`config.mk`:
```
export PLATFORM = sky130hd
export DESIGN_NAME = dual_encoder_period_averager
export DESIGN_NICKNAME = d
export VERILOG_FILES = /design/src/hw/rtl/deppa_pkg.sv /design/src/hw/rtl/deppa_lane.sv /design/src/hw/rtl/dual_encoder_period_averager.sv
export SDC_FILE = /design/constraint.sdc
export NUM_CORES = 2
export LEC_CHECK = 0
export BUFFER_PORTS_ARGS = -buffer_cell sky130_fd_sc_hd__buf_4
export CELL_PAD_IN_SITES_DETAIL_PLACEMENT = 1
export CELL_PAD_IN_SITES_GLOBAL_PLACEMENT = 1
export CORE_ASPECT_RATIO = 1.1
export CORE_UTILIZATION = 50
export DETAILED_ROUTE_END_ITERATION = 6
export GPL_ROUTABILITY_DRIVEN = 0
export GPL_TIMING_DRIVEN = 1
export PLACE_DENSITY_LB_ADDON = 0.1
export SLEW_MARGIN = 20
export SYNTH_ARGS = -nofsm -noshare
export SYNTH_HDL_FRONTEND = slang
export SYNTH_HIERARCHICAL = 1
export SYNTH_SLANG_ARGS = --single-unit
```
`constraint.sdc`:
```
create_clock -name i_clk -period 7.9 [get_ports i_clk]
set_input_delay 0.79 -clock i_clk [delete_from_list [all_inputs] [get_ports i_clk]]
set_output_delay 0.79 -clock i_clk [all_outputs]
set_load 0.05 [all_outputs]
```
`src/hw/rtl/deppa_pkg.sv`:
```
// ----------------------------------------------------------------------------
// deppa_pkg
// Types and constants shared by the encoder period averager modules.
// ----------------------------------------------------------------------------
package deppa_pkg;

    localparam int TIMER_W   = 16;
    localparam int COUNT_W   = 32;
    localparam int LIMIT_W   = 18;
    localparam int PERIOD_W  = 16;
    localparam int OVF_W     = 2;
    localparam int PADDR_W   = 3;
    localparam int PDATA_W   = 32;

    localparam logic [LIMIT_W-1:0]  SUM_LIMIT_RESET = 18'd2000;
    localparam logic [PERIOD_W-1:0] PERIOD_MAX      = 16'hFFFF;
    localparam logic [OVF_W-1:0]    OVF_SAT         = 2'd2;

    // item kinds
    localparam logic MODE_POLL     = 1'b0;
    localparam logic MODE_OVERFLOW = 1'b1;

    // register byte addresses
    localparam logic [PADDR_W-1:0] REG_SUM_LIMIT = 3'd0;

    typedef struct packed {
        logic               mode;
        logic               left_stepped;
        logic               right_stepped;
        logic [TIMER_W-1:0] timer_now;
    } t_in_item;

    typedef struct packed {
        logic [COUNT_W-1:0]  left_position;
        logic [COUNT_W-1:0]  right_position;
        logic [PERIOD_W-1:0] left_period;
        logic [PERIOD_W-1:0] right_period;
        logic                history_cleared;
    } t_out_item;

    // per-lane command for the item being accepted
    typedef struct packed {
        logic               step;
        logic               clear;
        logic [TIMER_W-1:0] now;
    } t_lane_cmd;

    // pipeline movement shared by both lanes
    typedef struct packed {
        logic accept;
        logic adv1;
        logic adv2;
        logic adv3;
    } t_pipe_ctl;

endpackage

```
`src/hw/rtl/deppa_lane.sv`:
```
// ----------------------------------------------------------------------------
// deppa_lane
// One encoder channel: position, last stamp, period ring with running sum,
// then clamp and reciprocal divide into the averaged period.
// ----------------------------------------------------------------------------
module deppa_lane #(
    parameter int WINDOW_LEN = 3
) (
    input  logic                          i_clk,
    input  logic                          i_rst_n,
    input  deppa_pkg::t_pipe_ctl          i_ctl,
    input  deppa_pkg::t_lane_cmd          i_cmd,
    input  logic [deppa_pkg::LIMIT_W-1:0] i_sum_limit,
    output logic [deppa_pkg::COUNT_W-1:0] o_position,
    output logic [deppa_pkg::PERIOD_W-1:0] o_period
);
    import deppa_pkg::*;

    localparam int IDX_W   = (WINDOW_LEN > 1) ? $clog2(WINDOW_LEN) : 1;
    localparam int SUM_W   = TIMER_W + $clog2(WINDOW_LEN);
    localparam int CMP_W   = (SUM_W > LIMIT_W) ? SUM_W : LIMIT_W;
    localparam int SHIFT   = LIMIT_W + $clog2(WINDOW_LEN);
    localparam int RECIP_W = LIMIT_W + 1;
    localparam int PROD_W  = LIMIT_W + RECIP_W;
    localparam logic [63:0] RECIP_FULL =
        ((64'd1 << SHIFT) + 64'(WINDOW_LEN) - 64'd1) / 64'(WINDOW_LEN);
    localparam logic [RECIP_W-1:0] RECIP = RECIP_FULL[RECIP_W-1:0];
    localparam logic [IDX_W-1:0]   IDX_LAST = IDX_W'(WINDOW_LEN - 1);

    // channel state
    logic [COUNT_W-1:0] r_count, n_count;
    logic [TIMER_W-1:0] r_stamp, n_stamp;
    logic [TIMER_W-1:0] r_window [WINDOW_LEN];
    logic [TIMER_W-1:0] n_window [WINDOW_LEN];
    logic [IDX_W-1:0]   r_idx, n_idx;
    logic [SUM_W-1:0]   r_sum, n_sum;

    // pipeline
    logic               r_s1_step;
    logic [COUNT_W-1:0] r_s1_count;
    logic [SUM_W-1:0]   r_s1_sum;
    logic               r_s2_step;
    logic [COUNT_W-1:0] r_s2_count;
    logic [LIMIT_W-1:0] r_s2_sum;
    logic [COUNT_W-1:0] r_position;
    logic [PERIOD_W-1:0] r_period;

    logic [TIMER_W-1:0] elapsed;
    logic [TIMER_W-1:0] old_entry;
    logic [LIMIT_W-1:0] clamped;
    logic [PROD_W-1:0]  product;
    logic [PROD_W-1:0]  quotient;

    always_comb begin
        // wrap case counts 65535 - last + now, which is now + ~last
        if (i_cmd.now >= r_stamp) begin
            elapsed = i_cmd.now - r_stamp;
        end else begin
            elapsed = i_cmd.now + ~r_stamp;
        end
        old_entry = r_window[r_idx];

        n_count  = r_count;
        n_stamp  = r_stamp;
        n_idx    = r_idx;
        n_sum    = r_sum;
        n_window = r_window;
        if (i_ctl.accept && i_cmd.clear) begin
            n_stamp = i_cmd.now;
            n_sum   = '0;
            for (int k = 0; k < WINDOW_LEN; k++) begin
                n_window[k] = '0;
            end
        end else if (i_ctl.accept && i_cmd.step) begin
            n_count         = r_count + 1'b1;
            n_stamp         = i_cmd.now;
            n_window[r_idx] = elapsed;
            n_idx           = (r_idx == IDX_LAST) ? '0 : r_idx + 1'b1;
            n_sum           = r_sum - SUM_W'(old_entry) + SUM_W'(elapsed);
        end
    end

    always_ff @(posedge i_clk) begin
        if (!i_rst_n) begin
            r_count <= '0;
            r_stamp <= '0;
            r_idx   <= '0;
            r_sum   <= '0;
            for (int k = 0; k < WINDOW_LEN; k++) begin
                r_window[k] <= '0;
            end
        end else begin
            r_count  <= n_count;
            r_stamp  <= n_stamp;
            r_idx    <= n_idx;
            r_sum    <= n_sum;
            r_window <= n_window;
        end
    end

    always_comb begin
        if (CMP_W'(r_s1_sum) > CMP_W'(i_sum_limit)) begin
            clamped = i_sum_limit;
        end else begin
            clamped = LIMIT_W'(r_s1_sum);
        end
        product  = PROD_W'(r_s2_sum) * PROD_W'(RECIP);
        quotient = product >> SHIFT;
    end

    always_ff @(posedge i_clk) begin
        if (!i_rst_n) begin
            r_s1_step  <= 1'b0;
            r_s2_step  <= 1'b0;
            r_position <= '0;
            r_period   <= '0;
        end else begin
            if (i_ctl.adv1) begin
                r_s1_step <= i_ctl.accept && i_cmd.step;
            end
            if (i_ctl.adv2) begin
                r_s2_step <= r_s1_step;
            end
            if (i_ctl.adv3) begin
                r_position <= r_s2_count;
                if (r_s2_step) begin
                    if (quotient > PROD_W'(PERIOD_MAX)) begin
                        r_period <= PERIOD_MAX;
                    end else begin
                        r_period <= quotient[PERIOD_W-1:0];
                    end
                end
            end
        end
    end

    always_ff @(posedge i_clk) begin
        if (i_ctl.adv1) begin
            r_s1_count <= n_count;
            r_s1_sum   <= n_sum;
        end
        if (i_ctl.adv2) begin
            r_s2_count <= r_s1_count;
            r_s2_sum   <= clamped;
        end
    end

    assign o_position = r_position;
    assign o_period   = r_period;

endmodule

```
`src/hw/rtl/dual_encoder_period_averager.sv`:
```
// ----------------------------------------------------------------------------
// dual_encoder_period_averager
// Two-channel wheel encoder step counter and averaged period estimator.
// ----------------------------------------------------------------------------
// Takes one item per clock while the output is not stalled and returns one
// result per item via stages 1, 2 and the output. Each channel keeps a
// running window sum that is updated in the cycle an item is accepted, so
// the next item can follow at once; the clamp and the reciprocal multiply
// for the divide by WINDOW_LEN sit in the two following stages. Input and
// output are decoupled by the pipeline registers: items keep entering while
// a result waits, until all three stages are full. sum_limit is written
// through the APB port at byte address 0 and should change only while no
// item is in flight.
module dual_encoder_period_averager #(
    parameter int WINDOW_LEN = 3
) (
    input  logic                          i_clk,
    input  logic                          i_rst_n,
    input  logic                          i_in_valid,
    output logic                          o_in_stall,
    input  deppa_pkg::t_in_item           i_in_data,
    output logic                          o_out_valid,
    input  logic                          i_out_stall,
    output deppa_pkg::t_out_item          o_out_data,
    input  logic                          psel,
    input  logic                          penable,
    input  logic                          pwrite,
    input  logic [deppa_pkg::PADDR_W-1:0] paddr,
    input  logic [deppa_pkg::PDATA_W-1:0] pwdata,
    output logic [deppa_pkg::PDATA_W-1:0] prdata,
    output logic                          pready
);
    import deppa_pkg::*;

    logic [LIMIT_W-1:0] r_sum_limit;
    logic [OVF_W-1:0]   r_ovf, n_ovf;
    logic               r_v1, r_v2, r_out_valid;
    logic               r_s1_clr, r_s2_clr, r_out_clr;

    logic      rdy1, rdy2, rdy3;
    logic      clear_now;
    t_pipe_ctl ctl;
    t_lane_cmd left_cmd, right_cmd;

    // elastic pipeline: a stage moves when it is empty or its successor moves
    assign rdy3 = !r_out_valid || !i_out_stall;
    assign rdy2 = !r_v2 || rdy3;
    assign rdy1 = !r_v1 || rdy2;

    assign ctl.accept = i_in_valid && rdy1;
    assign ctl.adv1   = rdy1;
    assign ctl.adv2   = rdy2;
    assign ctl.adv3   = rdy3;

    assign clear_now = (i_in_data.mode == MODE_POLL) && (r_ovf >= OVF_SAT);

    assign left_cmd.clear  = clear_now;
    assign left_cmd.step   = (i_in_data.mode == MODE_POLL) && !clear_now
                             && i_in_data.left_stepped;
    assign left_cmd.now    = i_in_data.timer_now;
    assign right_cmd.clear = clear_now;
    assign right_cmd.step  = (i_in_data.mode == MODE_POLL) && !clear_now
                             && i_in_data.right_stepped;
    assign right_cmd.now   = i_in_data.timer_now;

    always_comb begin
        n_ovf = r_ovf;
        if (ctl.accept) begin
            if (i_in_data.mode == MODE_OVERFLOW) begin
                if (r_ovf < OVF_SAT) begin
                    n_ovf = r_ovf + 1'b1;
                end
            end else begin
                n_ovf = '0;
            end
        end
    end

    always_ff @(posedge i_clk) begin
        if (!i_rst_n) begin
            r_sum_limit <= SUM_LIMIT_RESET;
            r_ovf       <= '0;
            r_v1        <= 1'b0;
            r_v2        <= 1'b0;
            r_out_valid <= 1'b0;
        end else begin
            if (psel && penable && pwrite && (paddr == REG_SUM_LIMIT)) begin
                r_sum_limit <= pwdata[LIMIT_W-1:0];
            end
            r_ovf <= n_ovf;
            if (rdy1) begin
                r_v1 <= i_in_valid;
            end
            if (rdy2) begin
                r_v2 <= r_v1;
            end
            if (rdy3) begin
                r_out_valid <= r_v2;
            end
        end
    end

    always_ff @(posedge i_clk) begin
        if (rdy1) begin
            r_s1_clr <= clear_now;
        end
        if (rdy2) begin
            r_s2_clr <= r_s1_clr;
        end
        if (rdy3) begin
            r_out_clr <= r_s2_clr;
        end
    end

    deppa_lane #(
        .WINDOW_LEN (WINDOW_LEN)
    ) u_left_lane (
        .i_clk       (i_clk),
        .i_rst_n     (i_rst_n),
        .i_ctl       (ctl),
        .i_cmd       (left_cmd),
        .i_sum_limit (r_sum_limit),
        .o_position  (o_out_data.left_position),
        .o_period    (o_out_data.left_period)
    );

    deppa_lane #(
        .WINDOW_LEN (WINDOW_LEN)
    ) u_right_lane (
        .i_clk       (i_clk),
        .i_rst_n     (i_rst_n),
        .i_ctl       (ctl),
        .i_cmd       (right_cmd),
        .i_sum_limit (r_sum_limit),
        .o_position  (o_out_data.right_position),
        .o_period    (o_out_data.right_period)
    );

    assign o_out_data.history_cleared = r_out_clr;
    assign o_out_valid = r_out_valid;
    assign o_in_stall  = !rdy1;

    assign pready = 1'b1;
    assign prdata = (paddr == REG_SUM_LIMIT) ? PDATA_W'(r_sum_limit) : '0;

endmodule

```
**Word-level counts from Yosys, hierarchy flattened**

Cells that the tools add are included.
W data, S select, Z words.

- Flip-flop bits (word level): 558
- Input port bits: 61
- Output and inout bits: 132
- Word-level logic and storage cells: 141

- Add/sub/neg operators: 13
- $mul: 2
- Magnitude comparators: 12
- Equality and inequality tests: 3
- Muxes and demuxes: 35
- Bitwise logic cells: 7
- Reduce and logical (&&, ||, !) cells: 31

Operators by type and width:

| operator | count |
|---|---|
| $mux W16 | 14 |
| $mux W32 | 4 |
| $mux W18 | 7 |
| $bwmux W48 | 2 |
| $mul A18 B18 Y36 const B | 2 |
| $add A32 B1 Y32 const B | 2 |
| $bmux W16 S2 | 2 |
| $demux W16 S2 | 2 |
| $add A18 B16 Y18 | 2 |
| $gt A18 B18 Y1 | 2 |
| $sub A18 B16 Y18 | 2 |
| $gt A17 B16 Y1 const B | 2 |
| $add A16 B16 Y16 | 2 |
| $ge A16 B16 Y1 | 2 |
| $not A16 Y16 | 2 |
| $sub A16 B16 Y16 | 2 |
| $logic_and A1 B1 Y1 | 13 |
| $reduce_and A2 Y1 | 5 |
| $mux W2 | 4 |
| $add A2 B1 Y2 const B | 3 |
| $ge A3 B3 Y1 const B | 2 |
| $logic_not A1 Y1 | 6 |
| $lt A3 B1 Y1 const B | 2 |
| $not A2 Y3 | 2 |
| other kinds (9) | 15 |

**Longest topological paths before layout**

- Depth after elaboration: 8
- Depth in mapped cells: 25
- Mapped depth without buffers: 25

**Cells and area by module**

The synthesis kept the hierarchy.

By module, submodules not included:

| module | instances | cells each | area an instance (um^2) | seq. area each (um^2) |
|---|---|---|---|---|
| deppa_lane (u_left_lane) | 1 | 1824 | 18596.6 | 6326.1 |
| deppa_lane (u_right_lane) | 1 | 1760 | 18117.4 | 6326.1 |
| dual_encoder_period_averager | 1 | 153 | 1363.8 | 550.5 |

**Worst setup path before layout**

OpenSTA, ideal clock, no wires.

- Path kind: register to register
- Start point: register r_out_valid, in the netlist o_out_valid
- End point: register u_left_lane.r_s1_count[24] (data pin)
- Library setup time: 0.261 ns
- Arrival time: 6.234 ns
- Setup slack: 1.406 ns
- Stages on the path, launching flop included: 14
- Buffers on the path: 2
- Period minus slack after synthesis: 6.494 ns
- Path through: dfxtp_1 -> nand4_1 -> nand2_1 -> inv_1 -> buf_4 -> and3b_2 -> and3_1 -> nand3_1 -> nor2_1 -> and4_1 -> and2_1 -> buf_2 -> and4_1 -> xor2_1

RTL lines:

| element | line | text |
|---|---|---|
| from (decl) | dual_encoder_period_averager.sv:37 | `logic r_v1, r_v2, r_out_valid;` |
| from (signal assigned) | dual_encoder_period_averager.sv:98 | `r_out_valid <= r_v2;` |
| to (signal assigned) | deppa_lane.sv:139 | `r_s1_count <= n_count;` |
| to (decl) | deppa_lane.sv:40 | `logic [COUNT_W-1:0] r_s1_count;` |

**Worst setup path after layout**

- Start point: register u_right_lane.r_s2_sum[1]
- End point: register u_right_lane.r_period[12], in the netlist u_right_lane/o_period[12]

- Word-level cells in the longest chain between the ends: 3

Ends and longest elaborated chain:

| element | line | text |
|---|---|---|
| from (decl) | deppa_lane.sv:44 | `logic [LIMIT_W-1:0] r_s2_sum;` |
| from (signal assigned) | deppa_lane.sv:144 | `r_s2_sum <= clamped;` |
| $mul A18 B18 Y36 (*) | deppa_lane.sv:107 | `product = PROD_W'(r_s2_sum) * PROD_W'(RECIP);` |
| $gt A17 B16 Y1 | deppa_lane.sv:127 | `if (quotient > PROD_W'(PERIOD_MAX)) begin` |
| $mux W16 (*) | deppa_lane.sv:127 |  |
| to (signal assigned) | deppa_lane.sv:130 | `r_period <= quotient[PERIOD_W-1:0];` |
| to (decl) | deppa_lane.sv:46 | `logic [PERIOD_W-1:0] r_period;` |

Every way passes the cells marked *; elsewhere a longest branch is shown, timed or not.
A chain may end at the register's enable or synchronous reset.

==> impl_results.md <==
- Seq. cell area: 0.01320 mm^2
- Gr usage total: 25.62%
- Avg Synthesized Cell Area: 10.19 um^2
- Area Growth Syn to Fin: 11.09%
- PnR worst setup slack: 1023 ps
- Largest net degree at the start of global routing: 102
- Pre-antenna DRT Iters: 5
- Max Cap Violations: 0
- Critical path class: register to register
- CP Capture Type: register
- Post-detailed-route DRC marker count: 0
- DR WL/cell: 19.98 um
- Row cnt: 105
- Clk pin slew, worst setup/hold paths: 60 ps
- Min cycle time layout: 6877 ps
- RSZ-0062 raised after global routing: no
- Measured slew at the worst slew-check pin: 1023 ps
- Seq/Total Area, Yosys: 34.67%
- Post-synth ARST share: 0%
- Initial antenna violation count: 2
- Vias in the first global route: 29830
- Final instance area: 0.04230 mm^2
- DRT antenna net count: 0
- Pre-CTS WS: 1038 ps
- Slew HR: 31.79%
- I/O Buffers: 163
- CTS sink cnt: 558
- TNS Setup: 0 ps
- Starting density of the core: 50.76%
- Final hold viol count: 0
- Cell variety after synth: 105
- Cts hold-fix bufs: 0
- Mapped Area: 0.03808 mm^2
- Multi-input logic area: 0.02204 mm^2
- Global-route wire length before repair: 158300 um
- Die area: 0.07726 mm^2
- Post-cts sizing count: 0
- Pins over their slew limit: 0
- Worst-path cell chain: ha_1 -> xor2_1 -> ha_1 -> inv_1 -> fa_1 -> inv_1 -> fa_1 -> fa_1 -> inv_1 -> fa_1 -> inv_1 -> ha_1 -> nand2_1 -> o211ai_1 -> o32ai_1 -> nor2_1 -> a211oi_2 -> o31ai_1 -> xor2_2 -> nand2_2 -> o221a_2
- Final period util: 87.06%
- Worst Path Max Fanout: 9
- Hold Path Class: input port to register
- Post-synth EDFFs: 203
- Hpwl dp: 76800 um
- Die Span Y: 291.4 um
- CTS Buf Count: 59
- Crit-path max cell delay: 550 ps
- Bufs on Longest Clock Path: 3
- Synthesized instance count: 3737
- DR iter-0 viols: 1021
- Setup violators final: 0
- Yosys warns: 6
- GR Overflow Total: 0
- Crit path DAT: 7400 ps
- Layout Skew: 38.98 ps
- Core area: 0.07502 mm^2
- Synth Flop Type: dfxtp_1
- Top post-synthesis cells by area: dfxtp_1 (19%), edfxtp_1 (16%), ha_1 (14%)
- CTS tree: yes
- #FFs+latches synth: 558
- Nets@finish: 4605
- Synth top area share: 18.66%
- Root Buffer: clkbuf_16
- CP Launch Type: register
- F_max: 0.1454 GHz
- Slowest cell on crit path: edfxtp_1
- Final WL: 98620 um
- Outcome: finished, final reports clean
- Post-CTS Setup Repair Bufs: 0
- # H-tree levels: 2
- CP required: 8420 ps
- Placed Area: 0.04019 mm^2
- Layout cells sized above 1: 9.954%
- Die Wd: 265.1 um
- Vias/cell: 5.430
- Clock network latency to the later pin of the worst-skew pair: 660 ps
- Vias: 26800
- Num ports: 193
- Biggest area consumer among synthesized cells: dfxtp_1
- Fillers: 8174
## synthesized netlist by cell type, types with 10 or more instances
| cell | instances |
|---|---|
| nand3_1 | 61 |
| clkbuf_1 | 79 |
| ha_1 | 425 |
| o21ai_0 | 69 |
| dfxtp_1 | 355 |
| mux2_1 | 10 |
| a21o_1 | 69 |
| inv_1 | 596 |
| nand2b_1 | 15 |
| nor3_1 | 29 |
| nor2b_1 | 84 |
| xor2_1 | 54 |
| mux2i_1 | 123 |
| a211oi_1 | 38 |
| o21bai_1 | 18 |
| and4_1 | 10 |
| edfxtp_1 | 203 |
| and2_1 | 130 |
| fa_1 | 252 |
| nand4_1 | 36 |
| mux2_2 | 27 |
| buf_4 | 25 |
| and3_1 | 18 |
| o211ai_1 | 14 |
| o21a_1 | 17 |
| o221a_2 | 16 |
| buf_2 | 15 |
| a22o_1 | 50 |
| a31oi_1 | 17 |
| a21oi_1 | 157 |
| buf_1 | 10 |
| nor2_1 | 144 |
| or3_1 | 13 |
| o221a_1 | 10 |
| xnor2_1 | 97 |
| a21boi_0 | 41 |
| nand2_1 | 267 |
## sequential cells by signal (all words and copies together) (netlist names), 32 cells and up
signal,count
u_left_lane/r_window,48
u_right_lane/r_s2_count,32
u_left_lane/r_count,32
u_right_lane/o_position,32
u_left_lane/r_s2_count,32
u_left_lane/o_position,32
u_right_lane/r_count,32
u_left_lane/r_s1_count,32
u_right_lane/r_window,48
u_right_lane/r_s1_count,32
## critical path: cells and delay by family, from the launching register on
| kind | cells | cell delay (ps) |
|---|---|---|
| AOI/OAI and AO/OA | 5 | 1370 |
| adders and majority gates | 7 | 3110 |
| buffers and inverters | 4 | 210 |
| and+or+nand+nor | 3 | 880 |
| xor gates and xnor gates | 2 | 660 |
| DFF | 1 | 550 |
## layout make-up
type / count / share of cell area (%)
inverter: 597 / 5.298
tap: 1016 / 3.005
antenna: 1 / 0.005916
clock buffer: 75 / 3.869
clock inverter: 37 / 1.109
sequential: 558 / 31.21
multi-input combinational: 2460 / 52.10
timing repair buffer: 191 / 3.399
## logic make-up (layout without fill, tap and decap cells)
family	after synthesis	count (layout)	synth area share, %
muxes	160	160	4.328
DFF	558	558	34.67
xor gates and xnor gates	152	152	3.516
and+or+nand+nor	844	844	11.16
buffers and inverters	732	900	7.659
AOI/OAI and AO/OA	612	612	11.43
adders and majority gates	677	677	27.21
other	2	16	0.01972
## worst paths after layout
check                                           startpoint                         end  slack, ps  depth (start not counted)
worst min register to register  u_left_lane/r_s1_count[10]  u_left_lane/r_s2_count[10]        420                          0
worst max register to register    u_right_lane/r_s2_sum[1]   u_right_lane/o_period[12]       1020                         21
worst min-delay path                            pwdata[11]             r_sum_limit[11]        400                          3
worst max-delay path              u_right_lane/r_s2_sum[1]   u_right_lane/o_period[12]       1020                         21
## metal layers
| metal | wire length, um | vias to the layer above | part of all wire [%] | global-route usage, % |
|---|---|---|---|---|
| li1 | - | 12820 | - | - |
| met1 | 42400 | 13450 | 43 | 31.21 |
| met2 | 50580 | 384 | 51 | 46.91 |
| met3 | 3075 | 138 | 3.1 | 2.944 |
| met4 | 2558 | 2 | 2.6 | 7.923 |
| met5 | 7 | - | 0.0071 | 0 |
## layout by cell type, fill, tap and decap left out, drive strengths merged, types with 19 or more instances in the layout
cell type  Yosys  final
nand2        269    269
nor3          31     31
o221a         26     26
a21oi        163    163
a211oi        41     41
inv          596    600
o21ai         77     77
dfxtp        355    355
xnor2         97     97
mux2i        123    123
and3          19     19
nor2b         84     84
buf           55    191
and2         132    132
nand4         38     38
a31oi         19     19
clkinv         1     23
nor2         145    145
a22o          50     50
ha           425    425
a21o          71     71
a21boi        42     42
nand3         62     62
edfxtp       203    203
mux2          37     37
clkbuf        80     75
xor2          55     55
fa           252    252
## stage by stage
| stage | hold WS [ps] | utilization [%] | cells |
|---|---|---|---|
| after floorplan | 400.3 | - | 3750 |
| after global placement | 400.1 | 53.57 | 4822 |
| after detailed placement | 405.2 | 53.57 | 4822 |
| after CTS | 361.7 | 56.38 | 4934 |
| after global routing | 381.1 | 56.39 | 4934 |
| final | 397.6 | 56.39 | 4935 |
Power is not shown: default switching activity piles up to over one toggle a cycle in this logic, so the estimate is an artifact.
